[config.mk]
export PLATFORM = sky130hd
export DESIGN_NAME = interval_and_bounds_top
export DESIGN_NICKNAME = d
export VERILOG_FILES = /design/src/rtl/iab_pkg.sv /design/src/rtl/iab_scan.sv /design/src/rtl/iab_seq.sv /design/src/rtl/interval_and_bounds_top.sv
export SDC_FILE = /design/constraint.sdc
export NUM_CORES = 2
export LEC_CHECK = 0
export ABC_CLOCK_PERIOD_IN_PS = 24900
export BUFFER_PORTS_ARGS = -buffer_cell sky130_fd_sc_hd__buf_2
export CAP_MARGIN = 0
export CORE_ASPECT_RATIO = 0.8
export CORE_MARGIN = 1.5
export CORE_UTILIZATION = 45
export DETAILED_ROUTE_END_ITERATION = 12
export PLACE_DENSITY_LB_ADDON = 0.05
export RECOVER_POWER = 100
export SLEW_MARGIN = 20
export SYNTH_ARGS = -nofsm -noshare
export SYNTH_HDL_FRONTEND = slang
export SYNTH_HIERARCHICAL = 1
export SYNTH_SLANG_ARGS = --single-unit
export TNS_END_PERCENT = 5
[constraint.sdc]
create_clock -name clk -period 24.9 [get_ports clk]
set_input_delay 0 -clock clk [delete_from_list [all_inputs] [get_ports clk]]
set_output_delay 0 -clock clk [all_outputs]
set_load 0.005 [all_outputs]
[src/rtl/iab_pkg.sv]
// ----------------------------------------------------------------------------
// iab_pkg
// types and constants shared by the interval and-bounds block
// ----------------------------------------------------------------------------
package iab_pkg;

  localparam int NUM_LANES = 4;
  localparam int LANE_W    = 2;

  typedef enum logic [1:0] {
    S_IDLE,
    S_SCAN,
    S_COMB,
    S_EMIT
  } iab_state_t;

  typedef struct packed {
    logic              load;
    logic              step;
    logic              comb;
    logic              emit;
    logic [LANE_W-1:0] lane;
  } iab_ctrl_t;

endpackage

[src/rtl/iab_scan.sv]
// ----------------------------------------------------------------------------
// iab_scan
// one pair of sign-uniform ranges: bit-serial search for the unsigned
// minimum and maximum of x AND y for x in [a, b], y in [c, d], one bit position per step
// ----------------------------------------------------------------------------
module iab_scan #(
  parameter int WIDTH = 32
) (
  input  logic             clk,
  input  logic             rst,
  input  logic             load,
  input  logic             step,
  input  logic [WIDTH-1:0] m,
  input  logic [WIDTH-1:0] a_in,
  input  logic [WIDTH-1:0] b_in,
  input  logic [WIDTH-1:0] c_in,
  input  logic [WIDTH-1:0] d_in,
  output logic [WIDTH-1:0] lo_res,
  output logic [WIDTH-1:0] hi_res
);

  // fixed range bounds
  logic [WIDTH-1:0] a0, b0, c0, d0;
  // bounds moved by the search
  logic [WIDTH-1:0] as, bs, cs, ds;
  logic             fmin, fmax;

  logic [WIDTH-1:0] lowm, highm, t1, t2, t3, t4;

  always_comb begin
    lowm  = m - 1'b1;
    highm = ~lowm;
    t1    = (as | m) & highm;
    t2    = (cs | m) & highm;
    t3    = (bs & ~m) | lowm;
    t4    = (ds & ~m) | lowm;
  end

  always_ff @(posedge clk) begin
    if (rst) begin
      fmin <= 1'b0;
      fmax <= 1'b0;
    end else if (load) begin
      fmin <= 1'b0;
      fmax <= 1'b0;
    end else if (step) begin
      if (!fmin && (|(~as & ~cs & m))) begin
        if (t1 <= b0) begin
          fmin <= 1'b1;
        end else if (t2 <= d0) begin
          fmin <= 1'b1;
        end
      end
      if (!fmax) begin
        if (|(bs & ~ds & m)) begin
          if (t3 >= a0) begin
            fmax <= 1'b1;
          end
        end else if (|(~bs & ds & m)) begin
          if (t4 >= c0) begin
            fmax <= 1'b1;
          end
        end
      end
    end
  end

  always_ff @(posedge clk) begin
    if (load) begin
      a0 <= a_in;
      b0 <= b_in;
      c0 <= c_in;
      d0 <= d_in;
      as <= a_in;
      bs <= b_in;
      cs <= c_in;
      ds <= d_in;
    end else if (step) begin
      if (!fmin && (|(~as & ~cs & m))) begin
        if (t1 <= b0) begin
          as <= t1;
        end else if (t2 <= d0) begin
          cs <= t2;
        end
      end
      if (!fmax) begin
        if (|(bs & ~ds & m)) begin
          if (t3 >= a0) begin
            bs <= t3;
          end
        end else if (|(~bs & ds & m)) begin
          if (t4 >= c0) begin
            ds <= t4;
          end
        end
      end
    end
  end

  assign lo_res = as & cs;
  assign hi_res = bs & ds;

endmodule

[src/rtl/iab_seq.sv]
// ----------------------------------------------------------------------------
// iab_seq
// sequencer: load, bit scan from the top down, lane combine, emit
// ----------------------------------------------------------------------------
module iab_seq #(
  parameter int WIDTH = 32,
  parameter int BW    = $clog2(WIDTH)
) (
  input  logic             clk,
  input  logic             rst,
  input  logic             req_valid,
  output logic             req_ready,
  input  logic             out_busy,
  output iab_pkg::iab_ctrl_t ctrl,
  output logic [BW-1:0]    bit_pos
);
  import iab_pkg::*;

  iab_state_t        state, state_next;
  logic [BW-1:0]     bit_pos_next;
  logic [LANE_W-1:0] lane_sel, lane_sel_next;

  always_ff @(posedge clk) begin
    if (rst) begin
      state    <= S_IDLE;
      bit_pos  <= '0;
      lane_sel <= '0;
    end else begin
      state    <= state_next;
      bit_pos  <= bit_pos_next;
      lane_sel <= lane_sel_next;
    end
  end

  always_comb begin
    state_next    = state;
    bit_pos_next  = bit_pos;
    lane_sel_next = lane_sel;
    req_ready     = 1'b0;
    ctrl          = '0;
    ctrl.lane     = lane_sel;
    unique case (state)
      S_IDLE: begin
        req_ready = 1'b1;
        if (req_valid) begin
          ctrl.load    = 1'b1;
          bit_pos_next = BW'(WIDTH - 1);
          state_next   = S_SCAN;
        end
      end
      S_SCAN: begin
        ctrl.step = 1'b1;
        if (bit_pos == '0) begin
          lane_sel_next = '0;
          state_next    = S_COMB;
        end else begin
          bit_pos_next = bit_pos - 1'b1;
        end
      end
      S_COMB: begin
        ctrl.comb = 1'b1;
        if (lane_sel == LANE_W'(NUM_LANES - 1)) begin
          state_next = S_EMIT;
        end else begin
          lane_sel_next = lane_sel + 1'b1;
        end
      end
      S_EMIT: begin
        if (!out_busy) begin
          ctrl.emit  = 1'b1;
          state_next = S_IDLE;
        end
      end
      default: begin
        state_next = S_IDLE;
      end
    endcase
  end

endmodule

[src/rtl/interval_and_bounds_top.sv]
// sequence: an accepted request runs WIDTH scan steps, four lane combine steps and
// one emit step; the emit step waits while a response is stalled, and the bit
// scan walks one position per step; not ready while a request is in work
// reset: synchronous, active high; clears sequencer and result valid, no sweep
// ----------------------------------------------------------------------------
// interval_and_bounds_top
// exact signed minimum and maximum of i AND j over two signed intervals
// ----------------------------------------------------------------------------
module interval_and_bounds_top #(
  parameter int WIDTH = 32
) (
  input  logic               clk,
  input  logic               rst,
  input  logic               req_valid,
  output logic               req_ready,
  input  logic signed [31:0] x_low,
  input  logic signed [31:0] x_high,
  input  logic               x_void,
  input  logic signed [31:0] y_low,
  input  logic signed [31:0] y_high,
  input  logic               y_void,
  output logic               rsp_valid,
  input  logic               rsp_ready,
  output logic signed [31:0] z_low,
  output logic signed [31:0] z_high,
  output logic               z_void
);
  import iab_pkg::*;

  localparam int BW = $clog2(WIDTH);
  localparam logic [WIDTH-1:0] TopBit = {1'b1, {(WIDTH-1){1'b0}}};

  iab_ctrl_t     ctrl;
  logic [BW-1:0] bit_pos;
  logic          out_busy;

  // inputs sign extended, then wrapped to the datapath width
  logic signed [63:0] x0_ext, x1_ext, y0_ext, y1_ext;
  logic [WIDTH-1:0]   xw0, xw1, yw0, yw1;
  logic               empty_in;

  assign x0_ext = 64'(x_low);
  assign x1_ext = 64'(x_high);
  assign y0_ext = 64'(y_low);
  assign y1_ext = 64'(y_high);
  assign xw0    = x0_ext[WIDTH-1:0];
  assign xw1    = x1_ext[WIDTH-1:0];
  assign yw0    = y0_ext[WIDTH-1:0];
  assign yw1    = y1_ext[WIDTH-1:0];

  // void flag or inverted range gives an empty result
  assign empty_in = x_void || y_void
                    || ($signed(xw0) > $signed(xw1))
                    || ($signed(yw0) > $signed(yw1));

  // sign split: part 0 is the negative part, part 1 the non-negative part
  logic [WIDTH-1:0] xl [2];
  logic [WIDTH-1:0] xh [2];
  logic [WIDTH-1:0] yl [2];
  logic [WIDTH-1:0] yh [2];
  logic [1:0]       xv, yv;

  always_comb begin
    xl[0] = xw0;
    xh[0] = xw1[WIDTH-1] ? xw1 : '1;
    xl[1] = xw0[WIDTH-1] ? '0 : xw0;
    xh[1] = xw1;
    yl[0] = yw0;
    yh[0] = yw1[WIDTH-1] ? yw1 : '1;
    yl[1] = yw0[WIDTH-1] ? '0 : yw0;
    yh[1] = yw1;
    xv    = {~xw1[WIDTH-1], xw0[WIDTH-1]};
    yv    = {~yw1[WIDTH-1], yw0[WIDTH-1]};
  end

  // sequencer
  iab_seq #(
    .WIDTH (WIDTH),
    .BW    (BW)
  ) u_seq (
    .clk       (clk),
    .rst       (rst),
    .req_valid (req_valid),
    .req_ready (req_ready),
    .out_busy  (out_busy),
    .ctrl      (ctrl),
    .bit_pos   (bit_pos)
  );

  // one-hot bit under test, shared by all lanes
  logic [WIDTH-1:0] scan_m;
  assign scan_m = WIDTH'(1) << bit_pos;

  // one lane per pair of parts: lane index is {x part, y part}
  logic [WIDTH-1:0]     lane_lo [NUM_LANES];
  logic [WIDTH-1:0]     lane_hi [NUM_LANES];
  logic [NUM_LANES-1:0] lane_ok_in;
  logic [NUM_LANES-1:0] lane_ok;
  logic                 empty;

  for (genvar p = 0; p < NUM_LANES; p++) begin : g_lane
    assign lane_ok_in[p] = xv[p / 2] & yv[p % 2];

    iab_scan #(
      .WIDTH (WIDTH)
    ) u_scan (
      .clk    (clk),
      .rst    (rst),
      .load   (ctrl.load),
      .step   (ctrl.step),
      .m      (scan_m),
      .a_in   (xl[p / 2]),
      .b_in   (xh[p / 2]),
      .c_in   (yl[p % 2]),
      .d_in   (yh[p % 2]),
      .lo_res (lane_lo[p]),
      .hi_res (lane_hi[p])
    );
  end

  always_ff @(posedge clk) begin
    if (ctrl.load) begin
      lane_ok <= lane_ok_in;
      empty   <= empty_in;
    end
  end

  // running min and max in biased (sign-flipped) form, one lane per cycle
  logic [WIDTH-1:0] bmin, bmax, cand_lo, cand_hi;

  assign cand_lo = lane_lo[ctrl.lane] ^ TopBit;
  assign cand_hi = lane_hi[ctrl.lane] ^ TopBit;

  always_ff @(posedge clk) begin
    if (ctrl.load) begin
      bmin <= '1;
      bmax <= '0;
    end else if (ctrl.comb && lane_ok[ctrl.lane]) begin
      if (cand_lo < bmin) begin
        bmin <= cand_lo;
      end
      if (cand_hi > bmax) begin
        bmax <= cand_hi;
      end
    end
  end

  // back to two's complement, sign extended from WIDTH then cut to the field
  logic signed [WIDTH-1:0] zl_w, zh_w;
  logic signed [63:0]      zl_ext, zh_ext;

  assign zl_w   = bmin ^ TopBit;
  assign zh_w   = bmax ^ TopBit;
  assign zl_ext = 64'(zl_w);
  assign zh_ext = 64'(zh_w);

  // result register parts the scan from the response side
  assign out_busy = rsp_valid && !rsp_ready;

  always_ff @(posedge clk) begin
    if (rst) begin
      rsp_valid <= 1'b0;
    end else if (ctrl.emit) begin
      rsp_valid <= 1'b1;
    end else if (rsp_ready) begin
      rsp_valid <= 1'b0;
    end
  end

  always_ff @(posedge clk) begin
    if (ctrl.emit) begin
      z_low  <= empty ? '0 : zl_ext[31:0];
      z_high <= empty ? '0 : zh_ext[31:0];
      z_void <= empty;
    end
  end

endmodule

==> qor.csv <==
metric;value;unit
ir_worst_vdd;71.8;uV
worstPathCellList;inv_1 -> ha_1 -> and2_0 -> clkbuf_1 -> clkbuf_1 -> clkinvlp_2 -> clkbuf_1 -> clkbuf_1 -> o21ai_0 -> clkbuf_1;
cts_root_buffer;clkbuf_16;
critPathKind;flop to flop;
coreArea;160000;sq um
num-nets-final;8003;
synth.avg_cell_area;10.6;sq um
power.density;161;nW/um^2
seq_area_frac_synth;0.474;
layout_setup_ws;9.45;ns
violations;DRC, capacitance limit, slew limit;
grt_antenna_before_repair;43;
gp_congestion;1.03;
yosysUniqueCellTypes;107;
crit_fanout;58;
crit_slowest_cell;clkbuf_1;
synthTopCellsByArea;edfxtp_1 45%, ha_1 11%, mux2_2 6.9%;
synth.most_common_cell;edfxtp_1;
synth_seq_cells;1176;
clock.fmax;64.7;MHz
drc_errors;2;
power.total;13.2;mW
io_pins;201;
drt-initial-drc-count;8762;
netlist.area_leader.share;0.451;
clock_latency;0.78;ns
skew;0.0238;ns
syn-cell-area;72800;sq um
syn2layout_area_growth;12.3;%
setup_tns;0;ns
fin_crit_sh;0.621;
cts_htree_levels;4;
cap_violations;48;
yosys.area.top_type;edfxtp_1;
cts_buffer_depth;3;
first_pass_iters;10;
cts_buffers;137;
drt-wirelength-per-cell;35.5;microns
die_height;363;microns
cts_resized;0;
synth_edf_count;1094;
grt_max_degree;70;
io_buffers;200;
grt_pass1_vias;54495;
crit_path_start_kind;flop;
dieArea;164000;sq um
grtUsageMet1;0.564;
yosysWarnings;6;
via_count;59273;
critical-path-max-stage-delay;2.41;ns
dp_slack;17.23;ns
clock_sinks;1176;
worst_path_most_repeated_cell;clkbuf_1;
grt_overflow;0;
grt_use_met3;0.140;
grt_setup_unrepaired;false;
cts_tree;yes;
drive_gt1_frac;0.128;
totalWireLength;335;mm
dp_hpwl;264;mm
syn_inst;6863;
dieWidth;453;microns
clk_pin_slew;0.06;ns
status;finished, violations left;
grt_busiest_layer;met1;
slew_violations;1987;
hp-class;input pin to flop;
num_rows;131;
synth_common_cells;1094 x edfxtp_1, 875 x inv_1, 649 x ha_1;
cp.arrival;15.82;ns
ant_nets;0;
vias_per_cell;6.27;
crit_required;25.26;ns
hold_viol;0;
synth_ff_type;edfxtp_1;
p_leak;32.9;nW
cp-end-kind;flop;
grtUsageTotal;0.400;
synthArstFlopShare;0;
min_period;15.45;ns
setup_viol;0;
initial_core_util;0.455;
dpl_cell_area;76600;sq um
grt_pass1_wl;445;mm
maxSlewHeadroom;-1.82;
worstMarginPinSlew;4.23;ns
grt.met2_usage;0.553;
finalInstanceArea;81800;sq um
registers in the layout, summed over array words and instances (netlist names):
register and count:
g_lane.u_scan/cs 128, u_seq/lane_sel 2, g_lane.u_scan/fmin 4, g_lane.u_scan/bs 128
z_high 32, empty 1, z_void 1, rsp_valid 1
bmax 32, g_lane.u_scan/d0 128, g_lane.u_scan/ds 128, lane_ok 4
g_lane.u_scan/fmax 4, z_low 32, g_lane.u_scan/c0 128, bmin 32
g_lane.u_scan/as 128, u_seq/bit_pos 5, u_seq/state 2, g_lane.u_scan/b0 128
g_lane.u_scan/a0 128
kinds of logic after synthesis:
family,share of synthesized area
adders and majority gates,0.111
buffers and inverters,0.0584
and+or+nand+nor,0.143
xor gates and xnor gates,0.00445
other,0.000103
DFF,0.474
muxes,0.0915
AOI/OAI and AO/OA,0.117
critical path, delay by kind of cell (launching register included):
family | cells | cell delay [ns]
DFF | 1 | 0.33
buffers and inverters | 7 | 10.29
and+or+nand+nor | 1 | 2.22
adders and majority gates | 1 | 0.27
AOI/OAI and AO/OA | 1 | 1.70
path summary, 6_finish.rpt:
path	slack, ns	cells after the start	startpoint	endpoint
max	9.45	10	u_seq/state[0]$_SDFFE_PP0P_	g_lane[2].u_scan/cs[0]$_DFFE_PP_
min	0.25	2	x_high[25]	g_lane[3].u_scan/b0[25]$_DFFE_PP_
max reg2reg	9.45	10	u_seq/state[0]$_SDFFE_PP0P_	g_lane[2].u_scan/cs[0]$_DFFE_PP_
min reg2reg	0.47	2	bmax[6]$_SDFFE_PP0P_	bmax[6]$_SDFFE_PP0P_
metal layers:
metal  part of all wire  wire length (microns)  vias to the layer above
met5            0.00016                     53                        -
met4              0.049                  16300                        8
met3               0.14                  46800                      540
met2               0.40                 134000                     3678
met1               0.41                 138000                    29473
li1                   -                      -                    25574
where the power goes:
part / total [mW] / switching, mW / internal (mW)
clock: 2.02 / 0.865 / 1.16
combinational: 7.32 / 4.77 / 2.56
sequential: 3.81 / 0.568 / 3.24
metrics by stage:
stage,instances,util,hold WS (ns)
detailed placement,9074,0.478,0.334
global route,9450,0.510,0.229
finish,9459,0.511,0.247
global placement,9074,0.478,0.327
floorplan,6877,-,0.0724
CTS,9449,0.514,0.0577
area by class of cell:
type | instances | area (sq um)
clock inverters | 54 | 480
diodes | 10 | 25.0
inverters | 878 | 3300
flip-flops and latches | 1176 | 34500
clock buffers | 186 | 3860
well taps | 2128 | 2660
fillers | 14632 | 78400
multi-input cells | 4599 | 34300
repair buffers | 428 | 2660
placed cells by master (no fill, tap or decap), types with 138 or more instances in the layout:
| cell | instances |
|---|---|
| edfxtp_1 | 1094 |
| inv_1 | 874 |
| ha_1 | 649 |
| nand2_1 | 623 |
| nor2_1 | 476 |
| mux2_2 | 441 |
| o21ai_0 | 344 |
| a21oi_1 | 255 |
| clkbuf_1 | 252 |
| o21a_1 | 210 |
| and2_1 | 170 |
| clkbuf_16 | 146 |
| nand3_1 | 138 |
repair_timing:
item,CTS,global route
hold endpoints to repair,741,0
hold buffers,135,0
buffers inserted,0,0
(Power assumes the default switching activity.)
